**src/hdl/tcld_pkg.sv**
```systemverilog
// shared types, constants and helper functions of the tuning command line decoder
package tcld_pkg;

  localparam int LINE_CAPACITY = 64;
  localparam int LEN_W = $clog2(LINE_CAPACITY);
  localparam logic [LEN_W-1:0] LEN_MAX = LEN_W'(LINE_CAPACITY - 1);

  localparam int MAX_TOKENS = 4;
  localparam int TOK_W = $clog2(MAX_TOKENS + 2);
  localparam logic [TOK_W-1:0] TOK_NONE  = TOK_W'(0);
  localparam logic [TOK_W-1:0] TOK_CMD   = TOK_W'(1);
  localparam logic [TOK_W-1:0] TOK_NAME  = TOK_W'(2);
  localparam logic [TOK_W-1:0] TOK_VALUE = TOK_W'(3);
  localparam logic [TOK_W-1:0] TOK_OVER  = TOK_W'(MAX_TOKENS + 1);

  localparam int ACC_W = 17;
  localparam logic [ACC_W-1:0] ACC_SAT = 17'd65536;
  localparam int PROD_W = 27;
  localparam logic [PROD_W-1:0] VALUE_LIMIT = 27'd65535;

  localparam logic [7:0] CH_DOLLAR = 8'h24;
  localparam logic [7:0] CH_V      = 8'h56;
  localparam logic [7:0] CH_P      = 8'h50;
  localparam logic [7:0] CH_Y      = 8'h59;
  localparam logic [7:0] CH_T      = 8'h54;
  localparam logic [7:0] CH_SPACE  = 8'h20;
  localparam logic [7:0] CH_TILDE  = 8'h7E;
  localparam logic [7:0] CH_CR     = 8'h0D;
  localparam logic [7:0] CH_LF     = 8'h0A;
  localparam logic [7:0] CH_DOT    = 8'h2E;
  localparam logic [7:0] CH_ZERO   = 8'h30;
  localparam logic [7:0] CH_NINE   = 8'h39;
  localparam logic [7:0] CH_LOW_A  = 8'h61;
  localparam logic [7:0] CH_LOW_Z  = 8'h7A;

  typedef enum logic [2:0] {
    ST_HUNT,
    ST_DOLLAR,
    ST_VEE,
    ST_AXIS,
    ST_TEE,
    ST_LINE
  } state_e;

  typedef enum logic [2:0] {
    CMD_GET_PARAM,
    CMD_DEFAULT,
    CMD_SAVE,
    CMD_SET,
    CMD_NONE
  } cmd_kind_e;

  typedef enum logic [2:0] {
    STS_OK,
    STS_BAD_CMD,
    STS_BAD_PARAM,
    STS_BAD_VALUE,
    STS_NO_SAVE,
    STS_TOO_LONG
  } status_e;

  typedef enum logic [2:0] {
    PRM_DB,
    PRM_KP,
    PRM_MAXSPD,
    PRM_ALPHA,
    PRM_TIMEOUT
  } param_e;

  // keyword table, left aligned and space padded to eight characters
  localparam int NUM_KW     = 10;
  localparam int KW_GET     = 0;
  localparam int KW_DEFAULT = 1;
  localparam int KW_SAVE    = 2;
  localparam int KW_SET     = 3;
  localparam int KW_PARAM   = 4;
  localparam int KW_DB      = 5;
  localparam int KW_KP      = 6;
  localparam int KW_MAXSPD  = 7;
  localparam int KW_ALPHA   = 8;
  localparam int KW_TIMEOUT = 9;
  localparam int NUM_CMD_KW = 4;

  localparam logic [63:0] KW_TEXT [NUM_KW] = '{
    "GET     ", "DEFAULT ", "SAVE    ", "SET     ", "PARAM   ",
    "DB      ", "KP      ", "MAXSPD  ", "ALPHA   ", "TIMEOUT "
  };
  localparam logic [3:0] KW_LEN [NUM_KW] = '{
    4'd3, 4'd7, 4'd4, 4'd3, 4'd5, 4'd2, 4'd2, 4'd6, 4'd5, 4'd7
  };

  typedef struct packed {
    logic        target_axis;
    cmd_kind_e   command_kind;
    status_e     status_code;
    param_e      param_id;
    logic [15:0] scaled_value;
    logic [1:0]  frac_digits;
  } cmd_t;

  function automatic logic [7:0] upcase(input logic [7:0] ch);
    if (ch >= CH_LOW_A && ch <= CH_LOW_Z) begin
      return ch - 8'h20;
    end
    return ch;
  endfunction

  function automatic logic kw_char_hit(input int k, input logic [3:0] pos,
                                       input logic [7:0] ch);
    if (pos >= KW_LEN[k]) begin
      return 1'b0;
    end
    return KW_TEXT[k][63 - 8 * int'(pos[2:0]) -: 8] == ch;
  endfunction

  function automatic logic [9:0] pow_ten(input logic [1:0] e);
    logic [9:0] p;
    case (e)
      2'd0:    p = 10'd1;
      2'd1:    p = 10'd10;
      2'd2:    p = 10'd100;
      default: p = 10'd1000;
    endcase
    return p;
  endfunction

endpackage

```
**src/hdl/tcld_rx_if.sv**
```systemverilog
// byte channel into the decoder
interface tcld_rx_if;
  logic       valid;
  logic       ready;
  logic [7:0] rx_byte;

  modport source(output valid, output rx_byte, input ready);
  modport sink(input valid, input rx_byte, output ready);
endinterface

```
**src/hdl/tcld_cmd_if.sv**
```systemverilog
// decoded command channel out of the decoder
interface tcld_cmd_if;
  logic        valid;
  logic        ready;
  logic        target_axis;
  logic [2:0]  command_kind;
  logic [2:0]  status_code;
  logic [2:0]  param_id;
  logic [15:0] scaled_value;
  logic [1:0]  frac_digits;

  modport source(output valid, output target_axis, output command_kind, output status_code,
                 output param_id, output scaled_value, output frac_digits, input ready);
  modport sink(input valid, input target_axis, input command_kind, input status_code,
               input param_id, input scaled_value, input frac_digits, output ready);
endinterface

```
**src/hdl/tuning_command_line_decoder_core.sv**
```systemverilog
// tuning command line decoder: prefix hunt, incremental tokenizer and command decode
// byte path: a byte is registered on transfer and processed from the byte register
//   once the output register is free; the command it causes is registered there
// throughput: one byte per cycle; the byte register and the output register decouple
//   the two channels, so only a result still held in the output register stalls input
// reset: rst_ni clears both channel valids, the prefix hunt and the line state
module tuning_command_line_decoder_core import tcld_pkg::*; (
  input  logic        clk_i,
  input  logic        rst_ni,
  tcld_rx_if.sink     rx_i,
  tcld_cmd_if.source  cmd_o
);

  // byte register and output register
  logic       in_valid_q, in_valid_d;
  logic [7:0] in_byte_q;
  logic       out_valid_q, out_valid_d;
  cmd_t       out_q, out_d;
  logic       out_free, go;

  // line state
  state_e                 state_q, state_d;
  logic                   axis_yaw_q, axis_yaw_d;
  logic                   cmd_yaw_q, cmd_yaw_d;
  logic [LEN_W-1:0]       len_q, len_d;
  logic [TOK_W-1:0]       ntok_q, ntok_d;
  logic                   in_tok_q, in_tok_d;
  logic [3:0]             pos_q, pos_d;
  logic [NUM_KW-1:0]      kw_q, kw_d;
  logic [NUM_CMD_KW-1:0]  tok0_q, tok0_d;
  logic [NUM_KW-NUM_CMD_KW-1:0] tok1_q, tok1_d;
  logic [ACC_W-1:0]       acc_q, acc_d;
  logic [1:0]             pc_q, pc_d;
  logic                   pt_q, pt_d;
  logic                   dig_q, dig_d;
  logic                   bad_q, bad_d;

  logic [7:0]  ch_u;
  logic        is_print, too_long, char_go, emit;
  logic [NUM_KW-1:0] end_match;
  logic [NUM_CMD_KW-1:0] f_tok0;
  logic [NUM_KW-NUM_CMD_KW-1:0] f_tok1;
  logic        name_ok;
  param_e      name_pid;
  logic [1:0]  name_frac;
  logic [PROD_W-1:0] scaled;
  logic        value_ok;

  assign out_free   = !out_valid_q || cmd_o.ready;
  assign go         = in_valid_q && out_free;
  assign rx_i.ready = !in_valid_q || out_free;

  assign ch_u     = upcase(in_byte_q);
  assign is_print = in_byte_q >= CH_SPACE && in_byte_q <= CH_TILDE;
  assign too_long = len_q >= LEN_MAX;
  assign char_go  = go && state_q == ST_LINE && is_print && !too_long;

  always_comb begin
    for (int k = 0; k < NUM_KW; k++) begin
      end_match[k] = kw_q[k] && pos_q == KW_LEN[k];
    end
  end

  // a token still open at end of line counts as ended
  assign f_tok0 = (in_tok_q && ntok_q == TOK_CMD) ? end_match[NUM_CMD_KW-1:0] : tok0_q;
  assign f_tok1 = (in_tok_q && ntok_q == TOK_NAME) ? end_match[NUM_KW-1:NUM_CMD_KW] : tok1_q;

  // parameter name resolve, alpha exists on pitch only
  always_comb begin
    name_ok   = 1'b1;
    name_pid  = PRM_DB;
    name_frac = 2'd0;
    if (f_tok1[KW_DB - NUM_CMD_KW]) begin
      name_pid  = PRM_DB;
      name_frac = 2'd0;
    end else if (f_tok1[KW_KP - NUM_CMD_KW]) begin
      name_pid  = PRM_KP;
      name_frac = 2'd3;
    end else if (f_tok1[KW_MAXSPD - NUM_CMD_KW]) begin
      name_pid  = PRM_MAXSPD;
      name_frac = 2'd1;
    end else if (!cmd_yaw_q && f_tok1[KW_ALPHA - NUM_CMD_KW]) begin
      name_pid  = PRM_ALPHA;
      name_frac = 2'd3;
    end else if (f_tok1[KW_TIMEOUT - NUM_CMD_KW]) begin
      name_pid  = PRM_TIMEOUT;
      name_frac = 2'd0;
    end else begin
      name_ok = 1'b0;
    end
  end

  assign scaled   = PROD_W'(acc_q) * PROD_W'(pow_ten(name_frac - pc_q));
  assign value_ok = !bad_q && dig_q && scaled <= VALUE_LIMIT;

  // next state of the prefix hunt and line capture
  always_comb begin
    state_d = state_q;
    if (go) begin
      unique case (state_q)
        ST_HUNT: begin
          state_d = (in_byte_q == CH_DOLLAR) ? ST_DOLLAR : ST_HUNT;
        end
        ST_DOLLAR: begin
          if (in_byte_q == CH_V) state_d = ST_VEE;
          else state_d = (in_byte_q == CH_DOLLAR) ? ST_DOLLAR : ST_HUNT;
        end
        ST_VEE: begin
          if (in_byte_q == CH_P || in_byte_q == CH_Y) state_d = ST_AXIS;
          else state_d = (in_byte_q == CH_DOLLAR) ? ST_DOLLAR : ST_HUNT;
        end
        ST_AXIS: begin
          if (in_byte_q == CH_T) state_d = ST_TEE;
          else state_d = (in_byte_q == CH_DOLLAR) ? ST_DOLLAR : ST_HUNT;
        end
        ST_TEE: begin
          if (in_byte_q == CH_SPACE) state_d = ST_LINE;
          else state_d = (in_byte_q == CH_DOLLAR) ? ST_DOLLAR : ST_HUNT;
        end
        ST_LINE: begin
          if (in_byte_q == CH_LF) state_d = ST_HUNT;
          else if (in_byte_q == CH_CR) state_d = ST_LINE;
          else if (!is_print || too_long) state_d = ST_HUNT;
          else state_d = ST_LINE;
        end
        default: state_d = ST_HUNT;
      endcase
    end
  end

  // tokenizer, keyword match and value accumulation, one char per cycle unless stalled
  always_comb begin
    logic [TOK_W-1:0] tok_idx;
    logic [3:0]       cur_pos;
    logic [NUM_KW-1:0] cur_kw;
    logic [ACC_W-1:0] cur_acc;
    logic [1:0]       cur_pc;
    logic             cur_pt, cur_dig, cur_bad;
    logic [19:0]      acc10;

    axis_yaw_d = axis_yaw_q;
    cmd_yaw_d  = cmd_yaw_q;
    len_d      = len_q;
    ntok_d     = ntok_q;
    in_tok_d   = in_tok_q;
    pos_d      = pos_q;
    kw_d       = kw_q;
    tok0_d     = tok0_q;
    tok1_d     = tok1_q;
    acc_d      = acc_q;
    pc_d       = pc_q;
    pt_d       = pt_q;
    dig_d      = dig_q;
    bad_d      = bad_q;

    tok_idx = in_tok_q ? ntok_q : ((ntok_q == TOK_OVER) ? TOK_OVER : ntok_q + TOK_W'(1));
    cur_pos = in_tok_q ? pos_q : 4'd0;
    cur_kw  = in_tok_q ? kw_q : '1;
    cur_acc = in_tok_q ? acc_q : '0;
    cur_pc  = in_tok_q ? pc_q : 2'd0;
    cur_pt  = in_tok_q && pt_q;
    cur_dig = in_tok_q && dig_q;
    cur_bad = in_tok_q && bad_q;
    acc10   = 20'(cur_acc) * 20'd10 + 20'(ch_u - CH_ZERO);

    if (go && state_q == ST_VEE) begin
      axis_yaw_d = (in_byte_q == CH_Y);
    end

    if (go && state_q == ST_TEE && in_byte_q == CH_SPACE) begin
      cmd_yaw_d = axis_yaw_q;
      len_d     = '0;
      ntok_d    = TOK_NONE;
      in_tok_d  = 1'b0;
    end

    if (char_go) begin
      len_d = len_q + LEN_W'(1);
      if (ch_u == CH_SPACE) begin
        if (in_tok_q) begin
          in_tok_d = 1'b0;
          if (ntok_q == TOK_CMD) tok0_d = end_match[NUM_CMD_KW-1:0];
          if (ntok_q == TOK_NAME) tok1_d = end_match[NUM_KW-1:NUM_CMD_KW];
        end
      end else begin
        in_tok_d = 1'b1;
        ntok_d   = tok_idx;
        pos_d    = (cur_pos == 4'd8) ? 4'd8 : cur_pos + 4'd1;
        for (int k = 0; k < NUM_KW; k++) begin
          kw_d[k] = cur_kw[k] && kw_char_hit(k, cur_pos, ch_u);
        end
        if (tok_idx == TOK_VALUE) begin
          acc_d = cur_acc;
          pc_d  = cur_pc;
          pt_d  = cur_pt;
          dig_d = cur_dig;
          bad_d = cur_bad;
          if (ch_u >= CH_ZERO && ch_u <= CH_NINE) begin
            dig_d = 1'b1;
            if (cur_pt && cur_pc >= name_frac) begin
              bad_d = 1'b1;
            end else begin
              // saturate so that a long digit string cannot wrap
              acc_d = (acc10 > 20'(VALUE_LIMIT)) ? ACC_SAT : acc10[ACC_W-1:0];
              if (cur_pt) pc_d = cur_pc + 2'd1;
            end
          end else if (ch_u == CH_DOT && !cur_pt && name_frac != 2'd0) begin
            pt_d = 1'b1;
          end else begin
            bad_d = 1'b1;
          end
        end
      end
    end
  end

  // result of the byte in process
  always_comb begin
    emit  = go && state_q == ST_LINE &&
            (in_byte_q == CH_LF || (is_print && too_long));
    out_d = '{target_axis: cmd_yaw_q, command_kind: CMD_NONE, status_code: STS_BAD_CMD,
              param_id: PRM_DB, scaled_value: 16'd0, frac_digits: 2'd0};
    if (in_byte_q != CH_LF) begin
      out_d.status_code = STS_TOO_LONG;
    end else if (ntok_q == TOK_NAME && f_tok0[KW_GET] && f_tok1[KW_PARAM - NUM_CMD_KW]) begin
      out_d.command_kind = CMD_GET_PARAM;
      out_d.status_code  = STS_OK;
    end else if (ntok_q == TOK_CMD && f_tok0[KW_DEFAULT]) begin
      out_d.command_kind = CMD_DEFAULT;
      out_d.status_code  = STS_OK;
    end else if (ntok_q == TOK_CMD && f_tok0[KW_SAVE]) begin
      out_d.command_kind = CMD_SAVE;
      out_d.status_code  = STS_NO_SAVE;
    end else if (ntok_q == TOK_VALUE && f_tok0[KW_SET]) begin
      out_d.command_kind = CMD_SET;
      if (!name_ok) begin
        out_d.status_code = STS_BAD_PARAM;
      end else begin
        out_d.param_id    = name_pid;
        out_d.frac_digits = name_frac;
        if (value_ok) begin
          out_d.status_code  = STS_OK;
          out_d.scaled_value = scaled[15:0];
        end else begin
          out_d.status_code = STS_BAD_VALUE;
        end
      end
    end
  end

  always_comb begin
    in_valid_d = in_valid_q;
    if (rx_i.valid && rx_i.ready) in_valid_d = 1'b1;
    else if (go) in_valid_d = 1'b0;
    out_valid_d = out_valid_q;
    if (emit) out_valid_d = 1'b1;
    else if (cmd_o.ready) out_valid_d = 1'b0;
  end

  always_ff @(posedge clk_i or negedge rst_ni) begin
    if (!rst_ni) begin
      in_valid_q  <= 1'b0;
      out_valid_q <= 1'b0;
      state_q     <= ST_HUNT;
      len_q       <= '0;
      ntok_q      <= TOK_NONE;
      in_tok_q    <= 1'b0;
      axis_yaw_q  <= 1'b0;
      cmd_yaw_q   <= 1'b0;
    end else begin
      in_valid_q  <= in_valid_d;
      out_valid_q <= out_valid_d;
      state_q     <= state_d;
      len_q       <= len_d;
      ntok_q      <= ntok_d;
      in_tok_q    <= in_tok_d;
      axis_yaw_q  <= axis_yaw_d;
      cmd_yaw_q   <= cmd_yaw_d;
    end
  end

  always_ff @(posedge clk_i) begin
    if (rx_i.valid && rx_i.ready) in_byte_q <= rx_i.rx_byte;
    if (emit) out_q <= out_d;
    pos_q  <= pos_d;
    kw_q   <= kw_d;
    tok0_q <= tok0_d;
    tok1_q <= tok1_d;
    acc_q  <= acc_d;
    pc_q   <= pc_d;
    pt_q   <= pt_d;
    dig_q  <= dig_d;
    bad_q  <= bad_d;
  end

  assign cmd_o.valid        = out_valid_q;
  assign cmd_o.target_axis  = out_q.target_axis;
  assign cmd_o.command_kind = out_q.command_kind;
  assign cmd_o.status_code  = out_q.status_code;
  assign cmd_o.param_id     = out_q.param_id;
  assign cmd_o.scaled_value = out_q.scaled_value;
  assign cmd_o.frac_digits  = out_q.frac_digits;

  a_tok_count_bound: assert property (@(posedge clk_i) disable iff (!rst_ni)
    ntok_q <= TOK_OVER) else $error("token count out of range");

  a_open_token_counted: assert property (@(posedge clk_i) disable iff (!rst_ni)
    (state_q == ST_LINE && in_tok_q) |-> ntok_q != TOK_NONE)
    else $error("open token without a token count");

  a_len_bound: assert property (@(posedge clk_i) disable iff (!rst_ni)
    len_q <= LEN_MAX) else $error("line length past capacity");

  a_none_status: assert property (@(posedge clk_i) disable iff (!rst_ni)
    (out_valid_q && out_q.command_kind == CMD_NONE) |->
    (out_q.status_code == STS_BAD_CMD || out_q.status_code == STS_TOO_LONG))
    else $error("command none with unexpected status");

  a_value_only_on_ok: assert property (@(posedge clk_i) disable iff (!rst_ni)
    (out_valid_q && !(out_q.command_kind == CMD_SET && out_q.status_code == STS_OK)) |->
    out_q.scaled_value == 16'd0) else $error("value on a command that carries none");

  a_emit_from_line: assert property (@(posedge clk_i) disable iff (!rst_ni)
    emit |-> state_q == ST_LINE && state_d == ST_HUNT)
    else $error("result without leaving the line");

endmodule

```
**src/flat_wrapper.sv**
```systemverilog
// flat-port wrapper written by rule: the top's interface ports become plain ports
module tuning_command_line_decoder_core_flat import tcld_pkg::*;
  (clk_i, rst_ni, rx_i_valid, rx_i_rx_byte, rx_i_ready, cmd_o_valid, cmd_o_target_axis, cmd_o_command_kind, cmd_o_status_code, cmd_o_param_id, cmd_o_scaled_value, cmd_o_frac_digits, cmd_o_ready);
  tcld_rx_if rx_i_i ();
  tcld_cmd_if cmd_o_i ();
  input  logic clk_i;
  input  logic rst_ni;
  input wire logic [$bits(rx_i_i.valid)-1:0] rx_i_valid;
  input wire logic [$bits(rx_i_i.rx_byte)-1:0] rx_i_rx_byte;
  output wire logic [$bits(rx_i_i.ready)-1:0] rx_i_ready;
  output wire logic [$bits(cmd_o_i.valid)-1:0] cmd_o_valid;
  output wire logic [$bits(cmd_o_i.target_axis)-1:0] cmd_o_target_axis;
  output wire logic [$bits(cmd_o_i.command_kind)-1:0] cmd_o_command_kind;
  output wire logic [$bits(cmd_o_i.status_code)-1:0] cmd_o_status_code;
  output wire logic [$bits(cmd_o_i.param_id)-1:0] cmd_o_param_id;
  output wire logic [$bits(cmd_o_i.scaled_value)-1:0] cmd_o_scaled_value;
  output wire logic [$bits(cmd_o_i.frac_digits)-1:0] cmd_o_frac_digits;
  input wire logic [$bits(cmd_o_i.ready)-1:0] cmd_o_ready;
  assign rx_i_i.valid = rx_i_valid;
  assign rx_i_i.rx_byte = rx_i_rx_byte;
  assign rx_i_ready = rx_i_i.ready;
  assign cmd_o_valid = cmd_o_i.valid;
  assign cmd_o_target_axis = cmd_o_i.target_axis;
  assign cmd_o_command_kind = cmd_o_i.command_kind;
  assign cmd_o_status_code = cmd_o_i.status_code;
  assign cmd_o_param_id = cmd_o_i.param_id;
  assign cmd_o_scaled_value = cmd_o_i.scaled_value;
  assign cmd_o_frac_digits = cmd_o_i.frac_digits;
  assign cmd_o_i.ready = cmd_o_ready;
  tuning_command_line_decoder_core u_core (.clk_i(clk_i), .rst_ni(rst_ni), .rx_i(rx_i_i), .cmd_o(cmd_o_i));
endmodule
```
**config.mk**
```make
export PLATFORM = sky130hd
export DESIGN_NAME = tuning_command_line_decoder_core_flat
export DESIGN_NICKNAME = d
export VERILOG_FILES = /design/src/hdl/tcld_pkg.sv /design/src/hdl/tcld_rx_if.sv /design/src/hdl/tcld_cmd_if.sv /design/src/hdl/tuning_command_line_decoder_core.sv /design/src/flat_wrapper.sv
export SDC_FILE = /design/constraint.sdc
export NUM_CORES = 1
export LEC_CHECK = 0
export ABC_CLOCK_PERIOD_IN_PS = 24300
export BUFFER_PORTS_ARGS = -buffer_cell sky130_fd_sc_hd__buf_2
export CORE_MARGIN = 2
export CORE_UTILIZATION = 65
export DETAILED_ROUTE_END_ITERATION = 8
export PLACE_DENSITY = 0.83
export SYNTH_ARGS = -nofsm -noshare
export SYNTH_HDL_FRONTEND = slang
export SYNTH_SLANG_ARGS = --single-unit
export TNS_END_PERCENT = 30
```
**constraint.sdc**
```tcl
create_clock -name clk_i -period 24.3 [get_ports clk_i]
set_input_delay 1.215 -clock clk_i [delete_from_list [all_inputs] [get_ports clk_i]]
set_output_delay 1.215 -clock clk_i [all_outputs]
set_load 0.005 [all_outputs]
```
# Yosys cells after proc, flatten, opt, wreduce, memory -nomap -nowiden
# Index checks and enable logic that the tools add are counted.
# word_totals
regBits	99
output_inout_bits	30
# classes
eq_ne	40
muxes	121
add_sub_neg	9
order_cmp	16
n_reduce_logical	79
n_bitwise	4
n_shift	10
multipliers	2
# ops
operator	n
$shiftx A71 B32 Y8 const A	10
$eq A8 B8 Y1	10
$mux W1	74
$mux W17	4
$mux W3	18
$logic_and A1 B1 Y1	49
$mux W6	6
$eq A8 B6 Y1 const B	4
$eq A8 B7 Y1 const B	4
$pmux W10 S3	1
$le A27 B16 Y1 const B	1
$mul A17 B10 Y27	1
$mux W27	1
$mux W21	1
$add A20 B20 Y20	1
$gt A20 B16 Y1 const B	1
$mul A17 B3 Y19 const B	1
$mux W2	9
$pmux W3 S6	1
$eq A4 B3 Y1 const B	4
$eq A8 B4 Y1 const B	2
$ge A4 B3 Y1 const B	4
$ge A8 B6 Y1 const B	2
$le A8 B7 Y1 const B	2
41 further kinds	70

# Longest topological paths before layout
# Gate-level depths: netlist of the first run.
# logic_depth
depth_word	20
mapped_depth	35
mapped_depth_nobuf	31

# Least setup slack after synthesis of the first run
# OpenSTA, ideal clock, no wires.
# synth_timing
path_kind	reg2reg
start	register u_core.ntok_q[1]
end	register u_core.out_q, in the netlist u_core.cmd_o.scaled_value[1], data pin
path_stages_with_launch	34
path_buffers	4
setup_ns	0.131
required_time_ns	24.169
arrival_ns	8.266
period_less_slack_ns	8.397
slack_ns	15.903
path_cell_list	dfrtp_1 nor4bb_1 clkbuf_1 nand4_1 a21oi_1 a211oi_1 nand2_1 nand2_1 ha_1 xor2_1 xnor2_1 clkbuf_1 and2_0 clkbuf_1 nand2_1 fa_1 inv_1 fa_1 fa_1 fa_1 inv_1 fa_1 inv_1 ha_1 o21ai_1 a211oi_1 o21ai_2 and2_4 xnor2_1 or4_1 or4_4 nor4_4 buf_6 and2_1
# synth_between
elab_chain_cells	16
elab_cells_between_ends	34
cone_classes	add/sub (1); mul (1); order compare (1); eq/ne (5); mux (12); bitwise (3); reduce/logical (11)
# synth_rtl
item	line	text
start: declaration	tuning_command_line_decoder_core.sv:26	logic [TOK_W-1:0] ntok_q, ntok_d;
start signal: assignment	tuning_command_line_decoder_core.sv:275	ntok_q <= ntok_d;
$eq A3 B2 Y1	tuning_command_line_decoder_core.sv:66, tuning_command_line_decoder_core.sv:225	
$logic_and A1 B1 Y1	tuning_command_line_decoder_core.sv:66	assign f_tok1 = (in_tok_q && ntok_q == TOK_NAME) ? end_match[NUM_KW-1:NUM_CMD_KW] : tok1_q;
$mux W6	tuning_command_line_decoder_core.sv:66	
$logic_and A1 B1 Y1	tuning_command_line_decoder_core.sv:82	end else if (!cmd_yaw_q && f_tok1[KW_ALPHA - NUM_CMD_KW]) begin
$mux W2	tuning_command_line_decoder_core.sv:82	
$mux W2	tuning_command_line_decoder_core.sv:79	end else if (f_tok1[KW_MAXSPD - NUM_CMD_KW]) begin
$mux W2	tuning_command_line_decoder_core.sv:76	end else if (f_tok1[KW_KP - NUM_CMD_KW]) begin
$mux W2	tuning_command_line_decoder_core.sv:73	if (f_tok1[KW_DB - NUM_CMD_KW]) begin
$sub A2 B2 Y2	tuning_command_line_decoder_core.sv:93	assign scaled = PROD_W'(acc_q) * PROD_W'(pow_ten(name_frac - pc_q));
$eq A2 B2 Y1, or another cell as far along	tcld_pkg.sv:118	case (e)
$pmux W10 S3	tcld_pkg.sv:118	
$mul A17 B10 Y27	tuning_command_line_decoder_core.sv:93	
$le A27 B16 Y1	tuning_command_line_decoder_core.sv:94	assign value_ok = !bad_q && dig_q && scaled <= VALUE_LIMIT;
$logic_and A1 B1 Y1	tuning_command_line_decoder_core.sv:94	
$not A1 Y1 (no source line)	-	
$reduce_or A7 Y1 (no source line)	-	
end signal: assignment	tuning_command_line_decoder_core.sv:284	if (emit) out_q <= out_d;
end: declaration	tuning_command_line_decoder_core.sv:18	cmd_t out_q, out_d;
# Several ways; a longest one is shown, not always the timed one.
# A chain may end at the register's enable or synchronous reset.

# Final worst setup path of the first run
# layout_timing
start	register u_core.ntok_q[1]
end	register u_core.out_q, in the netlist u_core.cmd_o.scaled_value[5], data pin
# Same word-level chain as after synthesis.

==> results of run 1 <==
[cells in the mapped netlist (15+ instances only)]
cell type  count
inv_1        149
ha_1         147
nand2_1      120
fa_1          99
edfxtp_1      82
nor2_1        81
a21oi_1       78
and2_1        55
clkbuf_1      52
o21ai_0       51
xnor2_1       43
and3_1        32
xor2_1        32
nand2b_1      29
nor2b_1       26
nand3_1       24
a21o_1        23
dfrtp_1       17
a32o_1        16
nor4_1        15
[layer usage]
metal	vias up	global-route usage
met5	-	0
met4	0	0.0912
met3	54	0.0454
met2	414	0.461
met1	4738	0.402
li1	4807	-
[placed cells by master, fill, tap and decap left out, drive strengths merged, types with 8 or more instances in the layout]
master  netlist  layout
a21oi        78      78
fa           99      99
a211oi       14      14
nand4        13      13
and3         32      32
nand2       120     120
and2         57      57
nor2         81      81
o21ai        63      63
o21a         12      12
xor2         32      32
nor4         16      16
xnor2        43      43
inv         150     157
a21o         23      23
nor2b        26      26
mux2i         8       8
o211ai        8       8
buf           7      48
clkbuf       52       9
a32o         16      16
nand3        24      24
nand2b       29      29
a31oi        14      14
edfxtp       82      82
nor3         14      14
or2          12      12
dfrtp        17      17
ha          147     147
[per-stage QoR]
stage | utilization | instances | cell area (µm²) | total power [µW] | hold slack, ns
after detailed placement | 0.682 | 1598 | 12800 | 937 | 0.478
after global placement | 0.682 | 1598 | 12800 | 918 | 0.472
final | 0.698 | 1614 | 13100 | 1100 | 0.491
after CTS | 0.698 | 1614 | 13100 | 1090 | 0.491
after floorplan | - | 1375 | 12500 | 799 | 0.451
after global routing | 0.698 | 1614 | 13100 | 1200 | 0.517
[registers in the layout, summed over array words and instances (netlist names), 2 cells and up]
| name | cells |
|---|---|
| u_core.cmd_o.frac_digits | 2 |
| u_core.cmd_o.command_kind | 3 |
| u_core.cmd_o.param_id | 3 |
| u_core.in_byte_q | 8 |
| u_core.ntok_q | 3 |
| u_core.pos_q | 4 |
| u_core.kw_q | 10 |
| u_core.pc_q | 2 |
| u_core.cmd_o.status_code | 3 |
| u_core.cmd_o.scaled_value | 16 |
| u_core.len_q | 6 |
| u_core.tok1_q | 6 |
| u_core.acc_q | 17 |
| u_core.tok0_q | 4 |
| u_core.state_q | 3 |
[cell type report]
class                   count  area, µm²  area share
multi-input cells        1066       8800       0.672
flip-flops and latches     99       2890       0.220
inverters                 151        567      0.0433
well taps                 234        293      0.0223
repair buffers             48        258      0.0197
clock buffers               9        225      0.0172
clock inverters             7       71.3     0.00544
[power by group through the flow]
stage	sequential [µW]	combinational [µW]	clock, µW
5_1_grt	203	845	153
3_5_place_dp	205	732	0
3_3_place_gp	205	713	0
2_1_floorplan	200	599	0
4_1_cts	202	740	148
6_report	202	748	146
[worst paths after layout]
kind / from / endpoint / slack (ns)
max: u_core.ntok_q[1]$_DFF_PN0_ / u_core.cmd_o.scaled_value[5]$_SDFFCE_PP0P_ / 14.01
min: u_core.len_q[5]$_DFFE_PN0P_ / u_core.len_q[5]$_DFFE_PN0P_ / 0.49
max reg2reg: u_core.ntok_q[1]$_DFF_PN0_ / u_core.cmd_o.scaled_value[5]$_SDFFCE_PP0P_ / 14.01
min reg2reg: u_core.len_q[5]$_DFFE_PN0P_ / u_core.len_q[5]$_DFFE_PN0P_ / 0.49
max in group asynchronous: rst_ni / u_core.ntok_q[1]$_DFF_PN0_ / 23.24
min in group asynchronous: rst_ni / u_core.len_q[3]$_DFFE_PN0P_ / 0.77
[kinds of logic (layout without fill, tap and decap cells)]
logic type,count (synthesis),after routing,synth area share
fa+ha+maj,246,246,0.306
xor+xnor,75,75,0.0527
buf+inv,210,215,0.0638
compound gates,289,289,0.152
simple gates,445,445,0.184
mux,11,11,0.00913
flops,99,99,0.232
==> flow_summary.json, run 1 <==
{
  "core_area_um2": 18800,
  "yosysTopAreaCellShare": 0.197,
  "syn-instance-count": 1375,
  "gp_congestion": 0.935,
  "drtIter0Drc": 844,
  "grt_pass1_wl_um": 46900,
  "design.portCount": 42,
  "via_per_inst": 6.20,
  "cpMaxStageDelayCell": "nor4bb_1",
  "antenna-diode-count": 0,
  "power_leakage_uw": 0.00613,
  "maxCapViolations": 0,
  "cts_hold_buf": 0,
  "setup_viol": 0,
  "critPathLaunchType": "flop",
  "cts_tree": "yes",
  "cts-resized-gates": 0,
  "antenna_found_initial": 0,
  "grt_overflow": 0,
  "yosys.area.top_type": "edfxtp_1",
  "fp-row-count": 50,
  "route.met2.wl_um": 12900,
  "setup_slack_ns": 14.01,
  "grt_max_degree": 41,
  "clkLatencyLatePin_ns": 0.36,
  "grt_usage": 0.287,
  "dieWidth_um": 143,
  "final_nets": 1633,
  "drive_above_1_share": 0.0623,
  "slew_headroom": 0.113,
  "cp.required_ns": 24.47,
  "wl_per_cell_um": 17.4,
  "cts_buffers": 9,
  "drtPass1Iterations": 8,
  "tightest_slew_ns": 1.32,
  "crit_top_cell": "fa_1",
  "power.share.switching": 0.481,
  "start_util": 0.664,
  "hp-class": "reg -> reg",
  "p_switching_uw": 527,
  "internal_power_uw": 570,
  "worstSetupEndpointType": "flop",
  "grt_pass1_vias": 9705,
  "ys_types": 79,
  "cts_setup_buffers": 0,
  "ys_ff_latch": 99,
  "period_needed_ns": 10.29,
  "wl_um": 28100,
  "ys_dominant_reg_cell": "edfxtp_1",
  "fillers": 1414,
  "hpwl_um": 22100,
  "path_delay_family": "simple AND/OR/NAND/NOR gates",
  "clk_pin_slew_ns": 0.07,
  "detailedPlace.worstSlack_ns": 14.30,
  "tns_ns": 0,
  "finalMaxSlewViolations": 0,
  "ys_seq_area_frac": 0.232,
  "outcome": "finished with violations",
  "final.setup_skew_ns": 0.0122,
  "wl_met1_um": 12500,
  "ant_nets": 0,
  "wl_met3_um": 2080,
  "synth-async-reset-ratio": 0.172,
  "seq_power_share": 0.184,
  "min_path_cells": 1,
  "p_per_area_nw_per_um2": 83.7,
  "die_h_um": 143,
  "synth-edff-count": 82,
  "ir_worst_vdd_uv": 45.9,
  "critPathKind": "reg -> reg",
  "topRoutingLayerUsed": "met4",
  "cp.arrival_ns": 10.46,
  "dieArea_um2": 20300,
  "failed_checks": "DRC",
  "cts-root-buf": "clkbuf_16",
  "cpPeakStageDelay_ns": 0.97,
  "ys_warn_count": 0,
  "period_share": 0.423,
  "path_depth": 30,
  "syn_to_final_growth_pct": 5.08,
  "crit_buf_inv": 4,
  "via_count": 10000,
  "r2r_cells": 30,
  "ys_top_cells_by_area": "edfxtp_1 (20%), fa_1 (16%), ha_1 (15%), inv_1 (4.5%), nand2_1 (3.6%)",
  "cts.sinks": 99,
  "synth_area_per_cell_um2": 9.07,
  "clkPwrFrac": 0.133,
  "clk_path_buf_depth": 2,
  "synthesis.nets": 1633,
  "synth_area_um2": 12500,
  "drcViolationCount": 1,
  "htreeDepth": 3,
  "rsz0062_at_grt": "no",
  "hold_viol": 0,
  "max_clock_freq_mhz": 97.2,
  "power_frac_comb": 0.683,
  "critPathMaxFanout": 39,
  "portBuffers": 41
}
Note: power is estimated with default switching activity, not from simulation.
==> run 2: changes to the inputs <==
- ABC_AREA: default -> 1
- ABC_CLOCK_PERIOD_IN_PS: 24300 -> 9200
- CORE_UTILIZATION: 65 -> 59
- PLACE_DENSITY: 0.83 -> 0.79
- clock period: 24.3 -> 9.2 ns (I/O delays scaled with it)
==> run 2 against run 1 <==
  * First-iteration DRC count down 2.8%
  * The flow now finishes without violations
  * Combinational power fell by 88%
  * Clock-buffer cell count did not move
  * Area after synthesis is 5.8% higher
  * Sequential power increased by 140%
  * Clock skew rose by 0.0071 ns
  * Cell area is 6.6% higher
==> flow_summary.json, run 2 <==
{
  "p_total_uw": 981,
  "ir_worst_vdd_uv": 83.8,
  "cpMaxStageDelayCell": "nor2_1",
  "tns_ns": 0,
  "period_needed_ns": 8.01,
  "ys_types": 62,
  "cts-resized-gates": 0,
  "critical_path.startpoint": "u_core.ntok_q[2]$_DFF_PN0_",
  "htreeDepth": 3,
  "cts_setup_buffers": 0,
  "ant_nets": 0,
  "ys_top_cells_by_area": "edfxtp_1 (19%), fa_1 (15%), ha_1 (14%), nand2_1 (11%), inv_1 (9.3%)",
  "grt_pass1_vias": 11100,
  "timing.rr.start": "u_core.ntok_q[2]$_DFF_PN0_",
  "cts_tree": "yes",
  "synth_area_um2": 13200,
  "grt_max_degree": 35,
  "slew_headroom": 0.181,
  "portBuffers": 41,
  "synthMostInstantiatedCell": "nand2_1",
  "antenna-diode-count": 0,
  "cp.arrival_ns": 8.22,
  "critPathLaunchType": "flop",
  "clkLatencyLatePin_ns": 0.37,
  "synth-edff-count": 82,
  "cts_buffers": 9,
  "clk_path_buf_depth": 2,
  "grt_pass1_wl_um": 53000,
  "grt_usage": 0.275,
  "drtPass1Iterations": 5,
  "cpPeakStageDelay_ns": 0.65,
  "critPathKind": "reg -> reg",
  "wl_per_cell_um": 15.5,
  "internal_power_uw": 711,
  "period_share": 0.870,
  "outcome": "complete, no violations",
  "hp-class": "in -> async",
  "largest_reg_flops": 17,
  "dieWidth_um": 154,
  "yosys.area.top_type": "edfxtp_1",
  "drive_above_1_share": 0.0769,
  "mostFrequentLayoutCells": "nand2_1 (396), inv_1 (328), nor2_1 (194)",
  "start_util": 0.603,
  "seq_power_share": 0.500,
  "grt_overflow": 0,
  "cts-root-buf": "clkbuf_16",
  "fp-row-count": 54,
  "synth_area_per_cell_um2": 7.62,
  "antenna_found_initial": 1,
  "cts_hold_buf": 0,
  "worstSetupEndpointType": "flop",
  "setup_viol": 0,
  "power_frac_comb": 0.095,
  "syn_to_final_growth_pct": 5.82,
  "cts.sinks": 99,
  "final_nets": 2021,
  "power.share.switching": 0.276,
  "power_leakage_uw": 0.00719,
  "critPathMaxFanout": 16,
  "ys_dominant_reg_cell": "edfxtp_1",
  "final.setup_skew_ns": 0.0194,
  "drcViolationCount": 0,
  "clkPwrFrac": 0.405,
  "ys_seq_area_frac": 0.219,
  "max_clock_freq_mhz": 125,
  "tightest_slew_ns": 1.22,
  "gp_congestion": 0.953,
  "design.portCount": 42,
  "via_count": 11200,
  "rsz0062_at_grt": "no",
  "synthesis.nets": 1989,
  "synth-async-reset-ratio": 0.172,
  "cp.required_ns": 9.41,
  "synth_commonest_cells": "nand2_1 (396), inv_1 (328), nor2_1 (195)",
  "via_per_inst": 5.48,
  "dieArea_um2": 23600,
  "wl_um": 31700,
  "hold_viol": 0,
  "maxCapViolations": 0,
  "finalMaxSlewViolations": 0,
  "die_h_um": 154,
  "yosysTopAreaCellShare": 0.187,
  "regMostFlops": "u_core.acc_q",
  "ys_warn_count": 0,
  "ys_ff_latch": 99,
  "clk_pin_slew_ns": 0.09,
  "syn-instance-count": 1731,
  "p_per_area_nw_per_um2": 70.3,
  "fillers": 1938,
  "core_area_um2": 21900,
  "drtIter0Drc": 820,
  "hpwl_um": 26700,
  "final_common_cell": "nand2_1",
  "p_switching_uw": 271
}
## run 2: metal layers
metal,vias to the layer above,share of wire,track usage
li1,5580,-,-
met1,5208,0.44,0.365
met2,391,0.45,0.450
met3,52,0.084,0.0716
met4,2,0.021,0.0716
met5,-,0.00041,0
## run 2: power by group through the flow
stage / Combinational (µW) / Clock (µW) / Sequential [µW]
floorplan: 73.2 / 0 / 495
detailed placement: 92.1 / 0 / 500
CTS: 92.4 / 399 / 490
finish: 93.3 / 398 / 490
global route: 105 / 412 / 491
global placement: 90.6 / 0 / 500
## run 2: worst paths after layout
path | end | slack (ns) | depth (start not counted)
worst max register to register | u_core.cmd_o.scaled_value[1]$_SDFFCE_PP0P_ | 1.19 | 31
min in group clk_i | u_core.in_byte_q[2]$_DFFE_PP_ | 0.26 | 1
worst min-delay path | u_core.len_q[1]$_DFFE_PN0P_ | 0.01 | 1
worst min register to register | u_core.in_valid_q$_DFFE_PN0P_ | 0.53 | 2
max in group asynchronous | u_core.axis_yaw_q$_DFFE_PN0P_ | 8.88 | 1
worst max-delay path | u_core.cmd_o.scaled_value[1]$_SDFFCE_PP0P_ | 1.19 | 31
## run 2: layout make-up
class | instances | area, µm² | area share
clock buffer | 9 | 225 | 0.0161
tap | 280 | 350 | 0.0251
inverter | 343 | 1290 | 0.0927
clock inverter | 7 | 91.3 | 0.00654
timing repair buffer | 45 | 235 | 0.0168
sequential | 99 | 2890 | 0.207
multi-input combinational | 1265 | 8880 | 0.636
## run 2: cell families after synthesis
logic type,share of synthesized area
muxes,0.00152
buffers and inverters,0.109
adders and majority gates,0.290
xor gates and xnor gates,0.0411
DFF,0.219
AOI/OAI and AO/OA,0.0908
and+or+nand+nor,0.249
## run 2: per-stage QoR
step	cells	hold WS, ns	utilization	cell area (µm²)	setup WS (ns)
final	2048	0.0143	0.638	14000	1.19
after global routing	2048	0.0561	0.638	14000	0.529
after CTS	2048	0.0349	0.638	14000	1.23
after detailed placement	2032	0.430	0.624	13600	1.31
after global placement	2032	0.421	0.624	13600	1.52
after floorplan	1731	0.164	-	13200	2.33
## run 2: worst max-delay path: cells and delay by family (launching register included)
family	cells	cell delay, ns
and+or+nand+nor	16	3.24
adders and majority gates	7	3.16
buffers and inverters	5	0.50
DFF	1	0.40
AOI/OAI and AO/OA	2	0.34
xor gates and xnor gates	1	0.17
